$ cat src/rtl/csvtok_pkg.sv
package csvtok_pkg;

   // Character codes that steer the parse.
   localparam logic [7:0] CH_QUOTE = 8'h22;
   localparam logic [7:0] CH_COMMA = 8'h2C;
   localparam logic [7:0] CH_LF    = 8'h0A;
   localparam logic [7:0] CH_CR    = 8'h0D;
   localparam logic [7:0] CH_SPACE = 8'h20;
   localparam logic [7:0] CH_TAB   = 8'h09;

   // Result kinds.
   localparam logic [1:0] KIND_BYTE      = 2'd0;
   localparam logic [1:0] KIND_FIELD_END = 2'd1;
   localparam logic [1:0] KIND_ERROR     = 2'd2;

   // Error codes.
   localparam logic [2:0] ERR_NONE         = 3'd0;
   localparam logic [2:0] ERR_EMPTY_HEADER = 3'd1;
   localparam logic [2:0] ERR_MISMATCH     = 3'd2;
   localparam logic [2:0] ERR_TOO_MANY     = 3'd3;
   localparam logic [2:0] ERR_WS_OVERFLOW  = 3'd4;
   localparam logic [2:0] ERR_UNCLOSED     = 3'd5;

   // Entries in the queue between classifier and executor.
   localparam int QUEUE_DEPTH = 4;

   // Action that the classifier asks of the executor for one item.
   typedef enum logic [2:0] {
      OP_NONE,
      OP_SPACE,
      OP_DATA,
      OP_FIELD_END,
      OP_ROW_END
   } op_type;

   // One classified item.
   typedef struct packed {
      op_type     op;
      logic [7:0] data_byte;
      logic       end_of_text;
      logic       unclosed;
   } token_type;

   // Whitespace that is trimmed or held back: space, tab, CR and LF.
   function automatic logic is_space(input logic [7:0] c);
      return (c == CH_SPACE) || (c == CH_TAB) || (c == CH_CR) || (c == CH_LF);
   endfunction

endpackage

$ cat src/rtl/csvtok_front.sv
module csvtok_front
   import csvtok_pkg::*;
(
   input  logic       clock,
   input  logic       reset,
   input  logic       req_valid,
   output logic       req_stall,
   input  logic [7:0] req_data_byte,
   input  logic       req_end_of_text,
   input  logic       q_full,
   output logic       q_push,
   output token_type  q_token
);

   logic       inside_quotes_ff, inside_quotes_in;
   logic       quote_pending_ff, quote_pending_in;
   logic       skip_lf_ff, skip_lf_in;
   logic [7:0] cur_byte;
   logic       handled;
   token_type  tok;

   // The input waits only while the queue is full.
   assign req_stall = q_full;
   assign q_push    = req_valid && !q_full;
   assign q_token   = tok;

   // Quote and line-end handling; classifies the item for the executor.
   always_comb begin
      inside_quotes_in = inside_quotes_ff;
      quote_pending_in = quote_pending_ff;
      skip_lf_in       = skip_lf_ff;
      cur_byte         = req_data_byte;
      handled          = 1'b0;
      tok.op           = OP_NONE;
      tok.data_byte    = req_data_byte;
      tok.end_of_text  = req_end_of_text;
      tok.unclosed     = 1'b0;

      // An LF right after a CR was already turned into a line end.
      if (skip_lf_ff) begin
         skip_lf_in = 1'b0;
         if (req_data_byte == CH_LF) begin
            handled = 1'b1;
         end
      end

      // A quote inside a quoted run is either doubled or closes the run.
      if (!handled && quote_pending_ff) begin
         quote_pending_in = 1'b0;
         if (req_data_byte == CH_QUOTE) begin
            tok.op        = OP_DATA;
            tok.data_byte = CH_QUOTE;
            handled       = 1'b1;
         end else begin
            inside_quotes_in = 1'b0;
         end
      end

      if (!handled) begin
         if (req_data_byte == CH_CR) begin
            cur_byte   = CH_LF;
            skip_lf_in = 1'b1;
         end
         if (cur_byte == CH_QUOTE) begin
            if (!inside_quotes_in) begin
               inside_quotes_in = 1'b1;
            end else begin
               quote_pending_in = 1'b1;
            end
         end else if (!inside_quotes_in && cur_byte == CH_COMMA) begin
            tok.op = OP_FIELD_END;
         end else if (!inside_quotes_in && cur_byte == CH_LF) begin
            tok.op = OP_ROW_END;
         end else begin
            tok.data_byte = cur_byte;
            tok.op        = is_space(cur_byte) ? OP_SPACE : OP_DATA;
         end
      end

      // A pending quote closes the run at the end of the text.
      tok.unclosed = inside_quotes_in && !quote_pending_in;

      if (req_end_of_text) begin
         inside_quotes_in = 1'b0;
         quote_pending_in = 1'b0;
         skip_lf_in       = 1'b0;
      end
   end

   // Parse state advances on each accepted item.
   always_ff @(posedge clock) begin
      if (reset) begin
         inside_quotes_ff <= 1'b0;
         quote_pending_ff <= 1'b0;
         skip_lf_ff       <= 1'b0;
      end else if (q_push) begin
         inside_quotes_ff <= inside_quotes_in;
         quote_pending_ff <= quote_pending_in;
         skip_lf_ff       <= skip_lf_in;
      end
   end

endmodule

$ cat src/rtl/csvtok_queue.sv
module csvtok_queue
   import csvtok_pkg::*;
(
   input  logic      clock,
   input  logic      reset,
   input  logic      push,
   input  token_type push_token,
   output logic      full,
   input  logic      pop,
   output logic      empty,
   output token_type head
);

   localparam int PTR_W = $clog2(QUEUE_DEPTH);
   localparam int CNT_W = $clog2(QUEUE_DEPTH + 1);
   localparam logic [CNT_W-1:0] FULL_COUNT = CNT_W'(QUEUE_DEPTH);
   localparam logic [PTR_W-1:0] LAST_PTR   = PTR_W'(QUEUE_DEPTH - 1);

   token_type        entry_ff [QUEUE_DEPTH];
   logic [PTR_W-1:0] wr_ptr_ff, wr_ptr_in;
   logic [PTR_W-1:0] rd_ptr_ff, rd_ptr_in;
   logic [CNT_W-1:0] count_ff, count_in;
   logic             do_pop;

   assign full   = (count_ff == FULL_COUNT);
   assign empty  = (count_ff == '0);
   assign head   = entry_ff[rd_ptr_ff];
   assign do_pop = pop && !empty;

   // Pointer and fill-count update.
   always_comb begin
      wr_ptr_in = wr_ptr_ff;
      rd_ptr_in = rd_ptr_ff;
      count_in  = count_ff;
      if (push) begin
         wr_ptr_in = (wr_ptr_ff == LAST_PTR) ? '0 : wr_ptr_ff + 1'b1;
      end
      if (do_pop) begin
         rd_ptr_in = (rd_ptr_ff == LAST_PTR) ? '0 : rd_ptr_ff + 1'b1;
      end
      if (push && !do_pop) begin
         count_in = count_ff + 1'b1;
      end else if (!push && do_pop) begin
         count_in = count_ff - 1'b1;
      end
   end

   always_ff @(posedge clock) begin
      if (reset) begin
         wr_ptr_ff <= '0;
         rd_ptr_ff <= '0;
         count_ff  <= '0;
      end else begin
         wr_ptr_ff <= wr_ptr_in;
         rd_ptr_ff <= rd_ptr_in;
         count_ff  <= count_in;
      end
   end

   // Entry storage.
   always_ff @(posedge clock) begin
      if (push) begin
         entry_ff[wr_ptr_ff] <= push_token;
      end
   end

endmodule

$ cat src/rtl/csvtok_back.sv
module csvtok_back
   import csvtok_pkg::*;
#(
   parameter int MAX_COLUMNS   = 64,
   parameter int WS_HOLD_DEPTH = 16
) (
   input  logic       clock,
   input  logic       reset,
   input  logic       q_empty,
   input  token_type  q_head,
   output logic       q_pop,
   output logic       rsp_valid,
   input  logic       rsp_stall,
   output logic [1:0] rsp_kind,
   output logic [7:0] rsp_field_byte,
   output logic [5:0] rsp_column_index,
   output logic       rsp_in_header,
   output logic       rsp_row_end,
   output logic [2:0] rsp_error_code,
   output logic       rsp_last
);

   localparam int COL_W = $clog2(MAX_COLUMNS + 1);
   localparam int HC_W  = $clog2(WS_HOLD_DEPTH + 1);
   localparam int IDX_W = (WS_HOLD_DEPTH > 1) ? $clog2(WS_HOLD_DEPTH) : 1;
   localparam logic [COL_W:0]  MAX_COL_C = (COL_W + 1)'(MAX_COLUMNS);
   localparam logic [HC_W-1:0] HOLD_FULL = HC_W'(WS_HOLD_DEPTH);

   typedef enum logic [1:0] {
      ST_OP,
      ST_FIN,
      ST_REL_READ,
      ST_REL_EMIT
   } state_type;

   state_type        state_ff, state_in;
   logic             sticky_ff, sticky_in;
   logic             header_done_ff, header_done_in;
   logic [COL_W-1:0] header_cols_ff, header_cols_in;
   logic [COL_W-1:0] column_ff, column_in;
   logic             has_content_ff, has_content_in;
   logic [HC_W-1:0]  held_count_ff, held_count_in;
   logic [IDX_W-1:0] rel_idx_ff, rel_idx_in;
   logic [7:0]       rd_data_ff;
   logic [7:0]       held_mem [WS_HOLD_DEPTH];
   logic             mem_we;

   logic             rsp_valid_ff, rsp_valid_in;
   logic [1:0]       rsp_kind_ff, rsp_kind_in;
   logic [7:0]       rsp_byte_ff, rsp_byte_in;
   logic [5:0]       rsp_column_ff, rsp_column_in;
   logic             rsp_header_ff, rsp_header_in;
   logic             rsp_row_end_ff, rsp_row_end_in;
   logic [2:0]       rsp_code_ff, rsp_code_in;
   logic             rsp_last_ff, rsp_last_in;

   logic             out_free;
   logic             em_valid;
   logic [1:0]       em_kind;
   logic [7:0]       em_byte;
   logic [2:0]       em_code;
   logic             em_row_end;
   logic             em_last;

   logic [COL_W:0]   col_p1;
   logic             row_empty;
   logic [2:0]       re_code;
   logic             fin_cond;

   assign out_free = !rsp_valid_ff || !rsp_stall;

   // Outcome of ending the current row.
   always_comb begin
      col_p1    = {1'b0, column_ff} + 1'b1;
      row_empty = (column_ff == '0) && !has_content_ff;
      fin_cond  = !header_done_ff || (column_ff != '0) || has_content_ff;
      re_code   = ERR_NONE;
      if (!header_done_ff && row_empty) begin
         re_code = ERR_EMPTY_HEADER;
      end else if (header_done_ff && !row_empty && col_p1 != {1'b0, header_cols_ff}) begin
         re_code = ERR_MISMATCH;
      end
   end

   // Executor: one action per cycle, waiting while a result is stalled; held whitespace released a byte at a time.
   always_comb begin
      state_in       = state_ff;
      sticky_in      = sticky_ff;
      header_done_in = header_done_ff;
      header_cols_in = header_cols_ff;
      column_in      = column_ff;
      has_content_in = has_content_ff;
      held_count_in  = held_count_ff;
      rel_idx_in     = rel_idx_ff;
      q_pop          = 1'b0;
      mem_we         = 1'b0;
      em_valid       = 1'b0;
      em_kind        = KIND_BYTE;
      em_byte        = '0;
      em_code        = ERR_NONE;
      em_row_end     = 1'b0;
      em_last        = 1'b0;

      case (state_ff)
         ST_OP: begin
            if (!q_empty) begin
               if (sticky_ff) begin
                  // After an error every item is dropped.
                  q_pop = 1'b1;
               end else begin
                  case (q_head.op)
                     OP_NONE: begin
                        if (q_head.end_of_text) begin
                           state_in = ST_FIN;
                        end else begin
                           q_pop = 1'b1;
                        end
                     end
                     OP_SPACE: begin
                        if (has_content_ff && held_count_ff >= HOLD_FULL) begin
                           if (out_free) begin
                              em_valid  = 1'b1;
                              em_kind   = KIND_ERROR;
                              em_code   = ERR_WS_OVERFLOW;
                              em_last   = 1'b1;
                              sticky_in = 1'b1;
                              q_pop     = 1'b1;
                           end
                        end else begin
                           if (has_content_ff) begin
                              mem_we        = 1'b1;
                              held_count_in = held_count_ff + 1'b1;
                           end
                           if (q_head.end_of_text) begin
                              state_in = ST_FIN;
                           end else begin
                              q_pop = 1'b1;
                           end
                        end
                     end
                     OP_DATA: begin
                        if (held_count_ff != '0) begin
                           rel_idx_in = '0;
                           state_in   = ST_REL_READ;
                        end else if (out_free) begin
                           em_valid       = 1'b1;
                           em_kind        = KIND_BYTE;
                           em_byte        = q_head.data_byte;
                           em_last        = !q_head.end_of_text;
                           has_content_in = 1'b1;
                           if (q_head.end_of_text) begin
                              state_in = ST_FIN;
                           end else begin
                              q_pop = 1'b1;
                           end
                        end
                     end
                     OP_FIELD_END: begin
                        if (out_free) begin
                           em_valid = 1'b1;
                           if (col_p1 >= MAX_COL_C) begin
                              em_kind   = KIND_ERROR;
                              em_code   = ERR_TOO_MANY;
                              em_last   = 1'b1;
                              sticky_in = 1'b1;
                              q_pop     = 1'b1;
                           end else begin
                              em_kind        = KIND_FIELD_END;
                              em_last        = !q_head.end_of_text;
                              has_content_in = 1'b0;
                              held_count_in  = '0;
                              column_in      = col_p1[COL_W-1:0];
                              if (q_head.end_of_text) begin
                                 state_in = ST_FIN;
                              end else begin
                                 q_pop = 1'b1;
                              end
                           end
                        end
                     end
                     OP_ROW_END: begin
                        if (out_free) begin
                           if (re_code != ERR_NONE) begin
                              em_valid  = 1'b1;
                              em_kind   = KIND_ERROR;
                              em_code   = re_code;
                              em_last   = 1'b1;
                              sticky_in = 1'b1;
                              q_pop     = 1'b1;
                           end else begin
                              // An empty data row ends silently.
                              em_valid   = !header_done_ff || !row_empty;
                              em_kind    = KIND_FIELD_END;
                              em_row_end = 1'b1;
                              em_last    = !(q_head.end_of_text && q_head.unclosed);
                              if (!header_done_ff) begin
                                 header_cols_in = col_p1[COL_W-1:0];
                                 header_done_in = 1'b1;
                              end
                              has_content_in = 1'b0;
                              held_count_in  = '0;
                              column_in      = '0;
                              if (q_head.end_of_text) begin
                                 state_in = ST_FIN;
                              end else begin
                                 q_pop = 1'b1;
                              end
                           end
                        end
                     end
                     default: begin
                        q_pop = 1'b1;
                     end
                  endcase
               end
            end
         end
         ST_FIN: begin
            // End of text: flag an open quote, or close the unfinished row and clear the header state.
            if (q_head.unclosed) begin
               if (out_free) begin
                  em_valid  = 1'b1;
                  em_kind   = KIND_ERROR;
                  em_code   = ERR_UNCLOSED;
                  em_last   = 1'b1;
                  sticky_in = 1'b1;
                  q_pop     = 1'b1;
                  state_in  = ST_OP;
               end
            end else if (!fin_cond || out_free) begin
               if (fin_cond) begin
                  em_valid = 1'b1;
                  em_last  = 1'b1;
                  if (re_code != ERR_NONE) begin
                     em_kind   = KIND_ERROR;
                     em_code   = re_code;
                     sticky_in = 1'b1;
                  end else begin
                     em_kind    = KIND_FIELD_END;
                     em_row_end = 1'b1;
                  end
               end
               header_done_in = 1'b0;
               header_cols_in = '0;
               column_in      = '0;
               has_content_in = 1'b0;
               held_count_in  = '0;
               q_pop          = 1'b1;
               state_in       = ST_OP;
            end
         end
         ST_REL_READ: begin
            state_in = ST_REL_EMIT;
         end
         ST_REL_EMIT: begin
            if (out_free) begin
               em_valid = 1'b1;
               em_kind  = KIND_BYTE;
               em_byte  = rd_data_ff;
               if (HC_W'(rel_idx_ff) + 1'b1 == held_count_ff) begin
                  // The content byte itself goes out from ST_OP.
                  held_count_in = '0;
                  state_in      = ST_OP;
               end else begin
                  rel_idx_in = rel_idx_ff + 1'b1;
                  state_in   = ST_REL_READ;
               end
            end
         end
         default: begin
            state_in = ST_OP;
         end
      endcase
   end

   // Output register next values.
   always_comb begin
      rsp_valid_in   = rsp_stall ? rsp_valid_ff : 1'b0;
      rsp_kind_in    = rsp_kind_ff;
      rsp_byte_in    = rsp_byte_ff;
      rsp_column_in  = rsp_column_ff;
      rsp_header_in  = rsp_header_ff;
      rsp_row_end_in = rsp_row_end_ff;
      rsp_code_in    = rsp_code_ff;
      rsp_last_in    = rsp_last_ff;
      if (em_valid) begin
         rsp_valid_in   = 1'b1;
         rsp_kind_in    = em_kind;
         rsp_byte_in    = em_byte;
         rsp_column_in  = 6'(column_ff);
         rsp_header_in  = !header_done_ff;
         rsp_row_end_in = em_row_end;
         rsp_code_in    = em_code;
         rsp_last_in    = em_last;
      end
   end

   // State and registered outputs.
   always_ff @(posedge clock) begin
      if (reset) begin
         state_ff       <= ST_OP;
         sticky_ff      <= 1'b0;
         header_done_ff <= 1'b0;
         header_cols_ff <= '0;
         column_ff      <= '0;
         has_content_ff <= 1'b0;
         held_count_ff  <= '0;
         rel_idx_ff     <= '0;
         rsp_valid_ff   <= 1'b0;
      end else begin
         state_ff       <= state_in;
         sticky_ff      <= sticky_in;
         header_done_ff <= header_done_in;
         header_cols_ff <= header_cols_in;
         column_ff      <= column_in;
         has_content_ff <= has_content_in;
         held_count_ff  <= held_count_in;
         rel_idx_ff     <= rel_idx_in;
         rsp_valid_ff   <= rsp_valid_in;
      end
      rsp_kind_ff    <= rsp_kind_in;
      rsp_byte_ff    <= rsp_byte_in;
      rsp_column_ff  <= rsp_column_in;
      rsp_header_ff  <= rsp_header_in;
      rsp_row_end_ff <= rsp_row_end_in;
      rsp_code_ff    <= rsp_code_in;
      rsp_last_ff    <= rsp_last_in;
   end

   // Held whitespace store with registered read.
   always_ff @(posedge clock) begin
      if (mem_we) begin
         held_mem[held_count_ff[IDX_W-1:0]] <= q_head.data_byte;
      end
      if (state_ff == ST_REL_READ) begin
         rd_data_ff <= held_mem[rel_idx_ff];
      end
   end

   assign rsp_valid        = rsp_valid_ff;
   assign rsp_kind         = rsp_kind_ff;
   assign rsp_field_byte   = rsp_byte_ff;
   assign rsp_column_index = rsp_column_ff;
   assign rsp_in_header    = rsp_header_ff;
   assign rsp_row_end      = rsp_row_end_ff;
   assign rsp_error_code   = rsp_code_ff;
   assign rsp_last         = rsp_last_ff;

`ifndef NO_ASSERTIONS
   a_sticky_holds: assert property (@(posedge clock) disable iff (reset)
      sticky_ff |=> sticky_ff)
      else $error("Error state was left without a reset.");

   a_error_is_last: assert property (@(posedge clock) disable iff (reset)
      (rsp_valid_ff && rsp_kind_ff == KIND_ERROR) |-> rsp_last_ff)
      else $error("An error report was not the final result of its item.");

   a_column_bound: assert property (@(posedge clock) disable iff (reset)
      col_p1 <= MAX_COL_C)
      else $error("Column counter passed the column limit.");

   a_held_bound: assert property (@(posedge clock) disable iff (reset)
      held_count_ff <= HOLD_FULL)
      else $error("Held whitespace count passed the store depth.");
`endif

endmodule

$ cat src/rtl/csv_stream_tokenizer_top.sv
// CSV tokenizer: takes one byte of text per item and returns field bytes, field ends with
// their column and row-end flag, and error reports. A classifier resolves quotes and line
// ends as each byte arrives and passes one action per byte through a four-entry queue to an
// executor that tracks columns, the header and held-back whitespace, and owns the result
// register. For plain bytes, separators and line ends the block keeps pace at one byte per
// cycle while the result register is not stalled; the byte that ends the text also passes
// through the ST_FIN state, and a content byte that releases held whitespace first sends out
// each released byte, since the whitespace store is read one registered entry at a time.
// Each accepted byte is registered in the queue, and its results in the result register.
// After an error report the block drops all input until reset. No clearing pass is needed
// after reset.
module csv_stream_tokenizer_top
   import csvtok_pkg::*;
#(
   parameter int MAX_COLUMNS   = 64,
   parameter int WS_HOLD_DEPTH = 16
) (
   input  logic       clock,
   input  logic       reset,
   input  logic       req_valid,
   output logic       req_stall,
   input  logic [7:0] req_data_byte,
   input  logic       req_end_of_text,
   output logic       rsp_valid,
   input  logic       rsp_stall,
   output logic [1:0] rsp_kind,
   output logic [7:0] rsp_field_byte,
   output logic [5:0] rsp_column_index,
   output logic       rsp_in_header,
   output logic       rsp_row_end,
   output logic [2:0] rsp_error_code,
   output logic       rsp_last
);

   logic      q_full;
   logic      q_push;
   logic      q_pop;
   logic      q_empty;
   token_type push_token;
   token_type head_token;

   // Classifier.
   csvtok_front u_front (
      .clock           (clock),
      .reset           (reset),
      .req_valid       (req_valid),
      .req_stall       (req_stall),
      .req_data_byte   (req_data_byte),
      .req_end_of_text (req_end_of_text),
      .q_full          (q_full),
      .q_push          (q_push),
      .q_token         (push_token)
   );

   // Action queue.
   csvtok_queue u_queue (
      .clock      (clock),
      .reset      (reset),
      .push       (q_push),
      .push_token (push_token),
      .full       (q_full),
      .pop        (q_pop),
      .empty      (q_empty),
      .head       (head_token)
   );

   // Executor and result register.
   csvtok_back #(
      .MAX_COLUMNS   (MAX_COLUMNS),
      .WS_HOLD_DEPTH (WS_HOLD_DEPTH)
   ) u_back (
      .clock            (clock),
      .reset            (reset),
      .q_empty          (q_empty),
      .q_head           (head_token),
      .q_pop            (q_pop),
      .rsp_valid        (rsp_valid),
      .rsp_stall        (rsp_stall),
      .rsp_kind         (rsp_kind),
      .rsp_field_byte   (rsp_field_byte),
      .rsp_column_index (rsp_column_index),
      .rsp_in_header    (rsp_in_header),
      .rsp_row_end      (rsp_row_end),
      .rsp_error_code   (rsp_error_code),
      .rsp_last         (rsp_last)
   );

endmodule

$ cat config.mk
export PLATFORM = sky130hd
export DESIGN_NAME = csv_stream_tokenizer_top
export DESIGN_NICKNAME = d
export VERILOG_FILES = /design/src/rtl/csvtok_pkg.sv /design/src/rtl/csvtok_front.sv /design/src/rtl/csvtok_queue.sv /design/src/rtl/csvtok_back.sv /design/src/rtl/csv_stream_tokenizer_top.sv
export SDC_FILE = /design/constraint.sdc
export NUM_CORES = 1
export LEC_CHECK = 0
export ABC_AREA = 0
export BUFFER_PORTS_ARGS = -buffer_cell sky130_fd_sc_hd__buf_2
export CAP_MARGIN = 20
export CELL_PAD_IN_SITES_DETAIL_PLACEMENT = 0
export CELL_PAD_IN_SITES_GLOBAL_PLACEMENT = 1
export CORE_UTILIZATION = 50
export DETAILED_ROUTE_END_ITERATION = 8
export PLACE_DENSITY_LB_ADDON = 0.1
export SLEW_MARGIN = 20
export SYNTH_ARGS = -nofsm -noshare
export SYNTH_HDL_FRONTEND = slang
export SYNTH_HIERARCHICAL = 1
export SYNTH_SLANG_ARGS = --single-unit
$ cat constraint.sdc
create_clock -name clock -period 5.5 [get_ports clock]
set_input_delay 0.825 -clock clock [delete_from_list [all_inputs] [get_ports clock]]
set_output_delay 0.825 -clock clock [all_outputs]
set_load 0.02 [all_outputs]
# ---- After elaboration in Yosys (flattened, before gate mapping)
# Memory sizes are Yosys's and may differ from the RTL's. A register that Yosys moved wholly into a read port is not among the register bits.
# Cells that the tools add are included.
dict set report word_totals {
  ff_bits 61
  latch_bits 0
  mem_bits_rw 180
  rom_bits 0
  input_bits 13
  output_inout_bits 24
  wordCells 354
  n_memories 2
}
# memory words width read_ports rd_ports_with_merged_regs write_ports line_no
set mem_list {}
lappend mem_list {u_back.held_mem 16 8 1 1 1 csvtok_back.sv:45} ;# logic [7:0] held_mem [WS_HOLD_DEPTH];
lappend mem_list {u_queue.entry_ff 4 13 1 1 1 csvtok_queue.sv:19} ;# token_type entry_ff [QUEUE_DEPTH];
dict set report classes {
  add_sub_neg 8
  multipliers 0
  div_mod_pow 0
  magnitude_cmp 2
  eq_ne 52
  shifts 0
  mux 212
  n_bitwise 0
  n_reduce_logical 56
}
# operator n
set op_table {}
lappend op_table {{7-bit two-way mux} 14}
lappend op_table {{1-bit two-way mux} 92}
lappend op_table {{8-bit two-way mux} 10}
lappend op_table {{2-bit two-way mux} 33}
lappend op_table {{5-bit two-way mux} 12}
lappend op_table {{3-bit two-way mux} 16}
lappend op_table {{7-bit case mux with 2 select lines} 3}
lappend op_table {{8-bit by 4-bit == test with 1-bit output (second input constant)} 5}
lappend op_table {{11-bit two-way mux} 3}
lappend op_table {{8-bit by 6-bit == test with 1-bit output (second input constant)} 4}
lappend op_table {{5-bit case mux with 3 select lines} 2}
lappend op_table {{4-bit two-way mux} 6}
lappend op_table {{12-bit AND reduction} 2}
lappend op_table {{3-bit inequality test (second input constant)} 6}
lappend op_table {{2-bit inequality test (second input constant)} 8}
lappend op_table {{8-bit case mux with 2 select lines} 1}
lappend op_table {{1-bit zero test} 15}
lappend op_table {{1-bit logical AND} 14}
lappend op_table {{14-bit AND reduction} 1}
lappend op_table {{2-bit by 1-bit inequality test with 1-bit output (second input constant)} 6}
lappend op_table {{3-bit by 2-bit inequality test with 1-bit output (second input constant)} 4}
lappend op_table {{1-bit case mux with 2 select lines} 6}
lappend op_table {{10-bit two-way mux} 1}
lappend op_table {{2-bit case mux with 5 select lines} 1}
lappend op_table {{42 further kinds} 65}

# ---- Longest topological paths before layout
# Gate-level depths: netlist (run 1).
dict set report depth {
  ltp_word 18
  ltp_mapped 17
  ltp_nobuf 16
}

# ---- Hierarchy
# Netlist (run 1), hierarchy kept.
# mod instances cells_per_inst area_each_um2 seq_area_each_um2
set modules_own_cells {}
lappend modules_own_cells {csvtok_back 1 611 8519.4 5325.1}
lappend modules_own_cells {csvtok_queue 1 111 2338.5 1741.7}
lappend modules_own_cells {csvtok_front 1 61 412.9 60.1}

# ---- Worst setup path before layout (run 1)
# No wires, ideal clock.
dict set report synth_timing {
  path_type {register to register}
  from {register with a tool-made name}
  to {register u_back.rsp_column_ff[0], in the netlist u_back/rsp_column_index[0] (enable)}
  setup_time_ns 0.416
  arrival_time_ns 3.418
  required_time_ns 5.084
  setup_slack_ns 1.665
  path_stages_with_launch 11
  path_buffers 3
  synth_period_minus_slack_ns 3.835
  cell_sequence {dfxtp_1 -> buf_6 -> mux4_2 -> buf_2 -> or3b_1 -> buf_2 -> a21oi_1 -> o21ai_0 -> nand3_1 -> nand2_1 -> a31oi_1}
}
# item line_no
set synth_lines {}
lappend synth_lines {{to (signal assigned)} csvtok_back.sv:323} ;# rsp_column_ff <= rsp_column_in;
lappend synth_lines {{to (decl)} csvtok_back.sv:51} ;# logic [5:0] rsp_column_ff, rsp_column_in;

==> metrics.log, run 1 <==
[metrics] kind of cell adding the most delay to the critical path: compound AO/OA/AOI/OAI gates
[metrics] final wirelength: 22800 µm
[metrics] clk sink count: 251
[metrics] share of layout cells above drive strength 1: 20.6%
[metrics] number of distinct library cells after synthesis: 76
[metrics] clock tree buffer depth: 3
[metrics] CTS Root Buffer Type: sky130_fd_sc_hd__clkbuf_16
[metrics] floorplan die area: 23100 µm²
[metrics] combined flip-flop and latch cell area: 7130 µm²
[metrics] summed negative setup slack over all endpoints: 0 ns
[metrics] crit-path max FO: 11
[metrics] detailed-route vias per instance: 6.04
[metrics] leakage power: 4.08 nW
[metrics] count of buffers inserted at the top-level ports: 36
[metrics] max_cap viols: 0
[metrics] series of cell instances along the critical path: buf_4, mux4_2, or3b_1, a21oi_1, a31oi_1, o21ai_0, a2111oi_0, o21ai_0, o31ai_4, ha_1, inv_1, fa_1, xor2_1, or3_1, a21oi_1
[metrics] effective utilization at floorplan: 51.3%
[metrics] post_cts resized: 0
[metrics] total via count after detailed routing: 6710
[metrics] failing checks: design-rule violations
[metrics] Antenna Violating Nets Remaining: 0
[metrics] library cell with the largest summed area after synthesis: sky130_fd_sc_hd__edfxtp_1
[metrics] crit path time final: ~4.4 ns
[metrics] worst setup path class: flip-flop to flip-flop
[metrics] combined area of the multi-input logic cells: 3840 µm²
[metrics] Post-Layout Cell Count: between 1000 and 1500
[metrics] setup repair after global routing missed its margin: no
[metrics] run status: complete, but fails checks
[metrics] detailed-routing iteration count for the pre-antenna-repair pass: 9
[metrics] Worst Setup Start Kind: flip-flop
[metrics] Area growth, synth to finish: 11.9%
[metrics] yosys synthesis warning count: 6
[metrics] final setup skew: approximately 0.014 ns
[metrics] final weighted congestion in routability-driven placement: 0.895
[metrics] core outline area: 22000 µm²
[metrics] Antenna Diode Count: 0
[metrics] net total in the final layout: 840
[metrics] number of slew-limit violations in the final report: 0
[metrics] fraction of the yosys area taken by sequential cells: 63.2%
[metrics] proportion of netlist area held by the largest area contributor: 56.0%
[metrics] initial antenna violation count: 0
[metrics] number of buffer and inverter instances along the worst setup path: 2
[metrics] highest-delay cell along the critical path: sky130_fd_sc_hd__mux4_2
[metrics] mean instance size in the synthesized netlist: 14.4 µm²
[metrics] net count after synthesis: about 810
[metrics] power density over the cells: 445 nW/µm²
[metrics] highest achievable clock rate: 229 MHz
[metrics] type of the tightest min-delay check: flip-flop to flip-flop
[metrics] DRC violations left: 9
[metrics] Cells after Synth: 783
[metrics] Congestion Overflow GR: 0
[metrics] CP Capture Type: flip-flop
[metrics] number of setup violations in the final report: 0
[metrics] maximum number of pins on one net before global-route repair: 37
[metrics] post-CTS repair timing setup buffer count: 0
[metrics] placed wire-length estimate after detailed placement: 15400 µm
[metrics] first-pass GRT wire length: 36800 µm
[metrics] share of flip-flops with an asynchronous set or reset: 0%
[metrics] WL per Instance: 20.5 µm
[metrics] dominant register cell in the synthesized netlist: sky130_fd_sc_hd__edfxtp_1
[metrics] Die Y: 152 µm
[metrics] largest incremental delay on the critical path: between 0.6 and 0.7 ns
[metrics] clock slew at the register clock pins of the worst setup and hold paths: 0.06 ns
[metrics] overall die width: around 150 µm
[metrics] count of state elements after synthesis: 251
[metrics] Placed Instance Area: ~12000 µm²
[metrics] final standard cell utilization of the core: 57.4%
[metrics] worst-margin pin slew: 0.837 ns
[metrics] number of placement rows: 54
[metrics] tightest slew margin relative to the limit: 44.0%
[metrics] number of primary I/O pins: 37
[metrics] count of flip-flops with a built-in enable after synthesis: between 200 and 250
[metrics] clock latency at the later pin of the worst-skew pair: 0.55 ns
[metrics] post-route design area: 12600 µm²
[metrics] drt initial violations: approximately 460
[metrics] CTS tree: yes
[metrics] Req. time, crit path: 5.96 ns
[metrics] number of global-route vias before repair: 6698
[metrics] largest cells by area after synthesis: sky130_fd_sc_hd__edfxtp_1 56%, sky130_fd_sc_hd__mux4_2 10%, sky130_fd_sc_hd__dfxtp_1 7.3%, sky130_fd_sc_hd__nor2_1 2.1%, sky130_fd_sc_hd__ha_1 1.9%
[metrics] WP data arrival: 4.83 ns
[metrics] number of buffers created by CTS: 28
[metrics] total number of H-tree levels: 1
[metrics] # placed instances: around 1100
[metrics] overall fraction of global-route tracks in use: between 20 and 25%
[metrics] count of filler cells inserted in the layout: 1702
[metrics] Final Cycle Share: 79.5%
[metrics] count of hold-fix buffers inserted at cts: 0
[metrics] netlist area before placement: 11300 µm²
[metrics] Final Hold Vio Count: 0
[metrics] Worst VDD drop: 0.322 mV
[sequential cells by signal, indices dropped and copies added, names as in the netlist, 4 cells and up, named ones only]
| signal | cells |
|---|---|
| u_back/held_mem | 128 |
| u_queue/entry_ff | 52 |
| u_back/rd_data_ff | 8 |
| u_back/rsp_field_byte | 8 |
| u_back/column_ff | 7 |
| u_back/header_cols_ff | 7 |
| u_back/rsp_column_index | 6 |
| u_back/held_count_ff | 5 |
| u_back/rel_idx_ff | 4 |
[synthesized netlist by cell type, types with 4 or more instances]
cell type	number
sky130_fd_sc_hd__nand4_1	8
sky130_fd_sc_hd__buf_1	5
sky130_fd_sc_hd__mux2i_1	7
sky130_fd_sc_hd__clkbuf_1	27
sky130_fd_sc_hd__ha_1	17
sky130_fd_sc_hd__nor3_1	18
sky130_fd_sc_hd__and2_1	12
sky130_fd_sc_hd__o21ai_0	26
sky130_fd_sc_hd__o22ai_1	6
sky130_fd_sc_hd__or2_2	5
sky130_fd_sc_hd__a22oi_1	9
sky130_fd_sc_hd__nor2b_1	4
sky130_fd_sc_hd__a21oi_1	23
sky130_fd_sc_hd__a31oi_1	5
sky130_fd_sc_hd__nand3b_1	6
sky130_fd_sc_hd__nor3b_1	4
sky130_fd_sc_hd__o31ai_1	6
sky130_fd_sc_hd__xnor2_1	9
sky130_fd_sc_hd__nand3_1	17
sky130_fd_sc_hd__mux4_2	50
sky130_fd_sc_hd__nand2_1	50
sky130_fd_sc_hd__o311ai_0	6
sky130_fd_sc_hd__edfxtp_1	210
sky130_fd_sc_hd__nor2_1	62
sky130_fd_sc_hd__buf_6	5
sky130_fd_sc_hd__dfxtp_1	41
sky130_fd_sc_hd__a211oi_1	9
sky130_fd_sc_hd__a211o_1	4
sky130_fd_sc_hd__nor4_1	5
sky130_fd_sc_hd__nand2b_1	14
sky130_fd_sc_hd__or3_1	15
sky130_fd_sc_hd__xor2_1	7
sky130_fd_sc_hd__buf_2	11
sky130_fd_sc_hd__inv_1	18
[area by class of cell]
type	count	area share [%]
flip-flops and latches	251	56.5
clock inverters	23	2.07
well taps	280	2.78
inverters	18	0.536
multi-input cells	463	30.4
repair buffers	47	2.08
clock buffers	29	5.59
[path summary, 6_finish.rpt]
check                                start                  endpoint  slack [ns]  cells after the start
setup / recovery                 flip-flop       u_queue/count_ff[2]        1.13                     15
hold / removal    u_back/header_cols_ff[1]  u_back/header_cols_ff[1]        0.47                      2
setup reg to reg                 flip-flop       u_queue/count_ff[2]        1.13                     15
hold reg to reg   u_back/header_cols_ff[1]  u_back/header_cols_ff[1]        0.47                      2
[cell families after synthesis]
kind of cell	synth area share [%]
flops	63.2
simple gates	11.2
compound gates	7.89
buf+inv	2.83
mux	11.3
fa+ha+maj	2.06
xor+xnor	1.45
[layout by cell type (no fill, tap or decap), drive strengths merged, types with 8 or more instances in the layout]
cell    netlist  routed
nand2b       14      14
buf          23      47
inv          18      19
nor2         62      62
clkinv        0      14
nand3        18      18
a211oi        9       9
a21oi        23      23
or3          15      15
nand2        51      51
nor3         20      20
xnor2         9       9
and2         12      12
o21ai        28      28
mux4         53      53
o31ai         8       8
clkbuf       28      29
ha           17      17
edfxtp      210     210
a22oi         9       9
nand4         9       9
dfxtp        41      41
[per-stage QoR]
stage / setup WS (ns) / hold slack [ns] / total power, mW
final: 1.13 / 0.471 / 5.62
after global routing: 0.678 / 0.499 / 5.88
after floorplan: 1.67 / 0.431 / 3.37
after detailed placement: 1.12 / 0.462 / 3.76
after global placement: 1.27 / 0.456 / 3.73
after CTS: 1.11 / 0.471 / 5.66
[power by group]
| group | internal (mW) | switching (mW) |
|---|---|---|
| Sequential | 2.37 | 0.0981 |
| Clock | 1.13 | 0.758 |
| Combinational | 0.403 | 0.861 |
| Total | 3.90 | 1.72 |
[worst min-delay path, cell delays in order (launching register included)]
cell	delay [ns]
sky130_fd_sc_hd__dfxtp_1	0.32
sky130_fd_sc_hd__nand2_1	0.06
sky130_fd_sc_hd__a21oi_1	0.05
[per-layer routing]
layer	up-vias	routed length (µm)	global-route usage, %	share of wire [%]
li1	3107	-	-	-
met1	3361	10300	29.0	45
met4	0	365	5.15	1.6
met2	208	10800	32.1	47
met3	34	1340	3.73	5.9
met5	-	0	0	0
(Power assumes the default switching activity.)
==> run 2: changes to the inputs <==
==> constraint.sdc (replaced) <==
create_clock -name clock -period 4.35 [get_ports clock]
set_input_delay 0.6525 -clock clock [delete_from_list [all_inputs] [get_ports clock]]
set_output_delay 0.6525 -clock clock [all_outputs]
set_load 0.02 [all_outputs]
==> metrics.log, run 2 (synthesis gave the netlist of run 1 again) <==
[metrics] run status: complete, but fails checks
[metrics] placed wire-length estimate after detailed placement: 15800 µm
[metrics] final total power: 6.93 mW
[metrics] DRC violations left: 8
[metrics] crit-path max FO: 8
[metrics] Die Y: between 150 and 200 µm
[metrics] power density over the cells: about 550 nW/µm²
[metrics] detailed-route vias per instance: 6.02
[metrics] commonest non-fill, non-tap cells in the layout: 210 x sky130_fd_sc_hd__edfxtp_1, 61 x sky130_fd_sc_hd__nor2_1, 50 x sky130_fd_sc_hd__nand2_1, 50 x sky130_fd_sc_hd__mux4_2, 39 x sky130_fd_sc_hd__dfxtp_1
[metrics] Antenna Violating Nets Remaining: 0
[metrics] hold path startpoint: req_data_byte[6]
[metrics] net switching fraction of the power: 30.7%
[metrics] combined flip-flop and latch cell area: 7130 µm²
[metrics] number of flip-flops in the largest register: ~130
[metrics] net switching power of the design: 2.13 mW
[metrics] tightest slew margin relative to the limit: about 47%
[metrics] worst setup path class: flip-flop to flip-flop
[metrics] worst-margin pin slew: roughly 0.78 ns
[metrics] final standard cell utilization of the core: ~57%
[metrics] final wirelength: 23300 µm
[metrics] Clock power frac: 31.0%
[metrics] fin worst setup slack: between 0.3 and 0.4 ns
[metrics] clock latency at the later pin of the worst-skew pair: 0.55 ns
[metrics] maximum number of pins on one net before global-route repair: 35
[metrics] number of primary I/O pins: 37
[metrics] leakage power: 4.09 nW
[metrics] clk sink count: 251
[metrics] count of filler cells inserted in the layout: 1704
[metrics] max_cap viols: 0
[metrics] effective utilization at floorplan: 51.3%
[metrics] Congestion Overflow GR: 0
[metrics] Final Cycle Share: 92.0%
[metrics] share of layout cells above drive strength 1: between 20% and 30%
[metrics] setup repair after global routing missed its margin: no
[metrics] net total in the final layout: ~850
[metrics] type of the tightest min-delay check: input port to flip-flop
[metrics] final weighted congestion in routability-driven placement: 0.896
[metrics] number of setup violations in the final report: 0
[metrics] total met2 wirelength after detailed routing: roughly 11000 µm
[metrics] initial antenna violation count: 0
[metrics] overall fraction of global-route tracks in use: 20.7%
[metrics] combined area of the multi-input logic cells: between 3000 and 4000 µm²
[metrics] number of placement rows: 54
[metrics] detailed-routing iteration count for the pre-antenna-repair pass: 7
[metrics] summed negative setup slack over all endpoints: 0 ns
[metrics] failing checks: design-rule violations
[metrics] Worst Setup Start Kind: flip-flop
[metrics] sequential cell fraction of total power: 44.9%
[metrics] clock tree buffer depth: 3
[metrics] CTS tree: yes
[metrics] Area growth, synth to finish: 11.6%
[metrics] final setup skew: 0.0221 ns
[metrics] highest achievable clock rate: 250 MHz
[metrics] worst hold margin: ~0.33 ns
[metrics] total number of H-tree levels: 1
[metrics] core outline area: roughly 22000 µm²
[metrics] internal power summed over all cells: between 4 and 5 mW
[metrics] post-place setup slack: 0.202 ns
[metrics] overall die width: 152 µm
[metrics] count of hold-fix buffers inserted at cts: 0
[metrics] hold endpoint: u_queue/entry_ff[0][8]
[metrics] Worst VDD drop: 0.289 mV
[metrics] Antenna Diode Count: 0
[metrics] number of global-route vias before repair: approximately 6900
[metrics] R2R Path Start: u_back/column_ff[1]
[metrics] end of the worst register-to-register path: u_queue/count_ff[2]
[metrics] commonest non-fill, non-tap cell in the layout: sky130_fd_sc_hd__edfxtp_1
[metrics] WL per Instance: 20.8 µm
[metrics] floorplan die area: 23100 µm²
[metrics] crit path time final: around 4.0 ns
[metrics] Final Hold Vio Count: 0
[metrics] clock slew at the register clock pins of the worst setup and hold paths: 0.06 ns
[metrics] CP Capture Type: flip-flop
[metrics] first-pass GRT wire length: around 38000 µm
[metrics] crit path launch: u_back/column_ff[1]
[metrics] logic gate share of total power: 24.0%
[metrics] flop2flop setup slack: 0.35 ns
[metrics] Req. time, crit path: 4.80 ns
[metrics] CTS Root Buffer Type: sky130_fd_sc_hd__clkbuf_16
[metrics] Hold Path Cell Cnt: 1
[metrics] number of slew-limit violations in the final report: 0
[metrics] WP data arrival: 4.45 ns
[metrics] number of buffers created by CTS: 25
[metrics] length in cells of the worst reg-to-reg path: 15
[metrics] total via count after detailed routing: 6734
[metrics] count of buffers inserted at the top-level ports: 36
[metrics] Highest Signal Layer: met4
[metrics] drt initial violations: 429
[metrics] total length of routed met3 wires: 1290 µm
[metrics] M1 WL: ~11000 µm
run 2: cell count changes in the layout (fill, tap and decap cells not counted), sizes merged:
| cell | before | now |
|---|---|---|
| buf | 47 | 61 |
| bufinv | 4 | 3 |
| clkbuf | 29 | 32 |
| clkinv | 14 | 9 |
| clkinvlp | 4 | 1 |
run 2: routing by layer:
layer  vias to the layer above  GRT usage (%)
met5                         -              0
met4                         0           5.49
met3                        32           3.41
met2                       185           33.4
met1                      3393           29.5
li1                       3124              -
run 2: critical path: stages, from the launching register on:
cell and delay (ns):
sky130_fd_sc_hd__dfxtp_1 0.43, sky130_fd_sc_hd__ha_2 0.33, sky130_fd_sc_hd__nand3_1 0.16, sky130_fd_sc_hd__a211oi_1 0.25, sky130_fd_sc_hd__nor3_1 0.12, sky130_fd_sc_hd__nor4b_4 0.42
sky130_fd_sc_hd__o21bai_1 0.16, sky130_fd_sc_hd__a2111oi_0 0.41, sky130_fd_sc_hd__o21ai_1 0.19, sky130_fd_sc_hd__o31ai_4 0.12, sky130_fd_sc_hd__ha_1 0.24, sky130_fd_sc_hd__inv_1 0.06
sky130_fd_sc_hd__fa_1 0.37, sky130_fd_sc_hd__xor2_1 0.18, sky130_fd_sc_hd__or3_1 0.31, sky130_fd_sc_hd__a21oi_1 0.16
run 2: how the worst max path moves through the flow:
| stage | cells after the start | end | slack [ns] |
|---|---|---|---|
| detailed placement | 15 | u_queue/count_ff[2] | 0.20 |
| finish | 15 | u_queue/count_ff[2] | 0.35 |
| CTS | 15 | u_queue/count_ff[2] | 0.19 |
| global route | 14 | u_queue/count_ff[2] | 0.01 |
| floorplan | 10 | u_back/rsp_column_index[0] | 0.52 |
| global placement | 16 | u_queue/count_ff[2] | 0.32 |
run 2: repair_timing:
item,in CTS,in global routing
endpoints found under the setup margin,0,1
gates resized for setup,0,4
setup buffers,0,3
endpoints found under the hold margin,0,0
run 2: area by class of cell:
| type | count | share of cell area, % |
|---|---|---|
| sequential | 251 | 56.7 |
| multi-input combinational | 463 | 30.5 |
| inverter | 18 | 0.537 |
| clock inverter | 14 | 1.29 |
| timing repair buffer | 61 | 2.92 |
| tap | 280 | 2.78 |
| clock buffer | 32 | 5.26 |
run 2: through the flow:
step	instances	area (µm²)
2_1_floorplan	783	11300
3_3_place_gp	1070	11700
3_5_place_dp	1070	11700
4_1_cts	1116	12500
5_1_grt	1119	12600
6_report	1119	12600
run 2: power by group through the flow:
stage          Sequential, mW  Combinational [mW]  Clock, mW
4_1_cts                  3.12                1.63       2.21
2_1_floorplan            3.28               0.991          0
5_1_grt                  3.14                1.82       2.30
3_5_place_dp             3.17                1.63          0
6_report                 3.12                1.67       2.15
3_3_place_gp             3.16                1.60          0
==> run 3: changes to the inputs <==
--- a/config.mk
+++ b/config.mk
@@ -5,7 +5,7 @@
 export SDC_FILE = /design/constraint.sdc
 export NUM_CORES = 1
 export LEC_CHECK = 0
-export ABC_AREA = 0
+export ABC_AREA = 1
 export BUFFER_PORTS_ARGS = -buffer_cell sky130_fd_sc_hd__buf_2
 export CAP_MARGIN = 20
 export CELL_PAD_IN_SITES_DETAIL_PLACEMENT = 0
==> metrics.log, run 3 <==
[metrics] run status: complete, no violations
[metrics] final setup skew: 0.0131 ns
[metrics] DRC violations left: 0
[metrics] tightest slew margin relative to the limit: between 30% and 40%
[metrics] clk sink count: 251
[metrics] worst setup path class: flip-flop to flip-flop
[metrics] count of hold-fix buffers inserted at cts: 0
[metrics] number of global-route vias before repair: 7748
[metrics] post_cts resized: 0
[metrics] overall die width: 154 µm
[metrics] total via count after detailed routing: 7957
[metrics] WL per Instance: 17.5 µm
[metrics] Worst Setup Start Kind: flip-flop
[metrics] Cells after Synth: 1095
[metrics] CTS tree: yes
[metrics] number of flip-flops in the largest register: ~130
[metrics] dominant register cell in the synthesized netlist: sky130_fd_sc_hd__edfxtp_1
[metrics] hold path startpoint: req_end_of_text
[metrics] crit path time final: 3.79 ns
[metrics] type of the tightest min-delay check: input port to flip-flop
[metrics] proportion of netlist area held by the largest area contributor: 54.8%
[metrics] setup repair after global routing missed its margin: no
[metrics] CTS Root Buffer Type: sky130_fd_sc_hd__clkbuf_16
[metrics] Final Cycle Share: 87.1%
[metrics] count of state elements after synthesis: 251
[metrics] Final Hold Vio Count: 0
[metrics] netlist area before placement: 11500 µm²
[metrics] clock slew at the register clock pins of the worst setup and hold paths: 0.06 ns
[metrics] number of buffers created by CTS: 27
[metrics] post-route design area: 12900 µm²
[metrics] final weighted congestion in routability-driven placement: approximately 0.89
[metrics] overall fraction of global-route tracks in use: 21.9%
[metrics] final standard cell utilization of the core: a little under three fifths
[metrics] net total in the final layout: 1174
[metrics] detailed-route vias per instance: 5.50
[metrics] number of placement rows: 55
[metrics] yosys synthesis warning count: 6
[metrics] clock latency at the later pin of the worst-skew pair: 0.53 ns
[metrics] net count after synthesis: 1126
[metrics] share of flip-flops with an asynchronous set or reset: 0%
[metrics] commonest non-fill, non-tap cells in the layout: 210 x sky130_fd_sc_hd__edfxtp_1, 172 x sky130_fd_sc_hd__nand2_1, 168 x sky130_fd_sc_hd__nor2_1
[metrics] post-CTS repair timing setup buffer count: 0
[metrics] drt initial violations: a little under 500
[metrics] global routing met1 resource utilization: 29.6%
[metrics] number of slew-limit violations in the final report: 0
[metrics] met2 GRT Util: 36.6%
[metrics] number of setup violations in the final report: 0
[metrics] total number of H-tree levels: 1
[metrics] Antenna Violating Nets Remaining: 0
[metrics] number of buffer and inverter instances along the worst setup path: 3
[metrics] detailed-routing iteration count for the pre-antenna-repair pass: 5
[metrics] highest-delay cell along the critical path: sky130_fd_sc_hd__dfxtp_1
[metrics] most common library cells after synthesis: 210 x sky130_fd_sc_hd__edfxtp_1, 172 x sky130_fd_sc_hd__nand2_1, 168 x sky130_fd_sc_hd__nor2_1
[metrics] highest achievable clock rate: 264 MHz
[metrics] CP Capture Type: flip-flop
[metrics] Antenna Diode Count: 0
[metrics] largest incremental delay on the critical path: 0.66 ns
[metrics] Req. time, crit path: around 4.5 ns
[metrics] most frequent cell after synthesis: sky130_fd_sc_hd__edfxtp_1
[metrics] Placed Instance Area: about 12000 µm²
[metrics] floorplan die area: 23600 µm²
[metrics] Congestion Overflow GR: 0
[metrics] placed wire-length estimate after detailed placement: 16800 µm
[metrics] mean instance size in the synthesized netlist: 10.5 µm²
[metrics] kind of cell adding the most delay to the critical path: compound AO/OA/AOI/OAI gates
[metrics] worst-margin pin slew: 1.04 ns
[metrics] power density over the cells: 598 nW/µm²
[metrics] grt peak-use layer: met2
[metrics] share of layout cells above drive strength 1: 13.8%
[metrics] count of buffers inserted at the top-level ports: 36
[metrics] series of cell instances along the critical path: o21ai_0, o22ai_1, nor2_1, nand2_2, inv_1, nor2_2, inv_1, o21ai_0, o21ai_0, nand2_1, nand3b_1, nand2_1, inv_1
[metrics] global routing usage on met3: 3.41%
[metrics] Die Y: 154 µm
[metrics] fraction of the yosys area taken by sequential cells: a little over 60%
[metrics] summed negative setup slack over all endpoints: 0 ns
[metrics] WP data arrival: ~4 ns
[metrics] maximum number of pins on one net before global-route repair: 67
[metrics] first-pass GRT wire length: 40900 µm
[metrics] max_cap viols: 0
[metrics] Worst VDD drop: 0.277 mV
[metrics] library cell with the largest summed area after synthesis: sky130_fd_sc_hd__edfxtp_1
[metrics] initial antenna violation count: 0
[metrics] commonest non-fill, non-tap cell in the layout: sky130_fd_sc_hd__edfxtp_1
[metrics] core outline area: 22600 µm²
[metrics] number of distinct library cells after synthesis: 49
[metrics] Area growth, synth to finish: 11.9%
[metrics] largest cells by area after synthesis: sky130_fd_sc_hd__edfxtp_1 55%, sky130_fd_sc_hd__dfxtp_1 7.1%, sky130_fd_sc_hd__nand2_1 5.6%, sky130_fd_sc_hd__nor2_1 5.5%, sky130_fd_sc_hd__o21ai_0 3.1%
[metrics] count of flip-flops with a built-in enable after synthesis: 210
[metrics] effective utilization at floorplan: slightly above 50%
[metrics] crit-path max FO: 22
[metrics] clock tree buffer depth: 3
[metrics] leakage power: around 4.8 nW
[metrics] number of primary I/O pins: 37
[metrics] final wirelength: 25400 µm
## run 3: changes by cell type after synthesis, sizes merged, moves of 9 or more
cell / delta
or3: -15
nand2b: -14
o221ai: +26
o21ai: +57
mux4: -53
mux2i: +19
and2: -12
nor2: +116
a22oi: -9
xnor2: -9
nand3: +38
a21oi: +17
nand2: +139
inv: +72
## run 3: path summary, 6_finish.rpt
path / endpoint / slack, ns / depth (start not counted)
max: u_back/rsp_field_byte[2] / 0.56 / 13
min: u_queue/entry_ff[0][1] / 0.37 / 1
max reg2reg: u_back/rsp_field_byte[2] / 0.56 / 13
min reg2reg: u_back/column_ff[6] / 0.49 / 2
## run 3: final cells by class
cell class                 count  area, µm²
clock buffer                  33        708
tap                          285        357
fill                        1929       9700
clock inverter                15        151
timing repair buffer          66        405
inverter                      94        362
sequential                   251       7130
multi-input combinational    703       3760
## run 3: routing by layer
layer	part of all wire (%)	vias up
li1	-	3933
met1	44	3768
met2	48	216
met3	6.1	40
met4	2.1	0
met5	0	-
## run 3: per-stage QoR
step,setup slack (ns),std cells,hold slack (ns),power [mW]
2_1_floorplan,1.44,1095,0.446,4.87
3_3_place_gp,0.776,1399,0.472,5.52
3_5_place_dp,0.636,1399,0.469,5.52
4_1_cts,0.612,1447,0.357,7.74
5_1_grt,0.284,1447,0.376,8.13
6_report,0.563,1447,0.373,7.70
## run 3: cells by family (layout without fill, tap and decap cells)
family / after synthesis / after routing / synth area share [%]
AND/OR/NAND/NOR: 461 / 461 / 17.6
flip-flops: 251 / 251 / 61.9
AO/OA/AOI/OAI: 191 / 191 / 10.2
buffers and inverters: 141 / 208 / 5.40
multiplexers: 26 / 26 / 2.26
adder cells (fa/ha/maj): 18 / 18 / 2.02
XOR/XNOR: 7 / 7 / 0.533
## run 3: power by group
part / leakage [nW] / switching (mW) / internal (mW)
sequential: 2.26 / 0.151 / 3.08
clock: 0.423 / 0.889 / 1.33
combinational: 2.08 / 1.61 / 0.650
total: 4.76 / 2.65 / 5.06
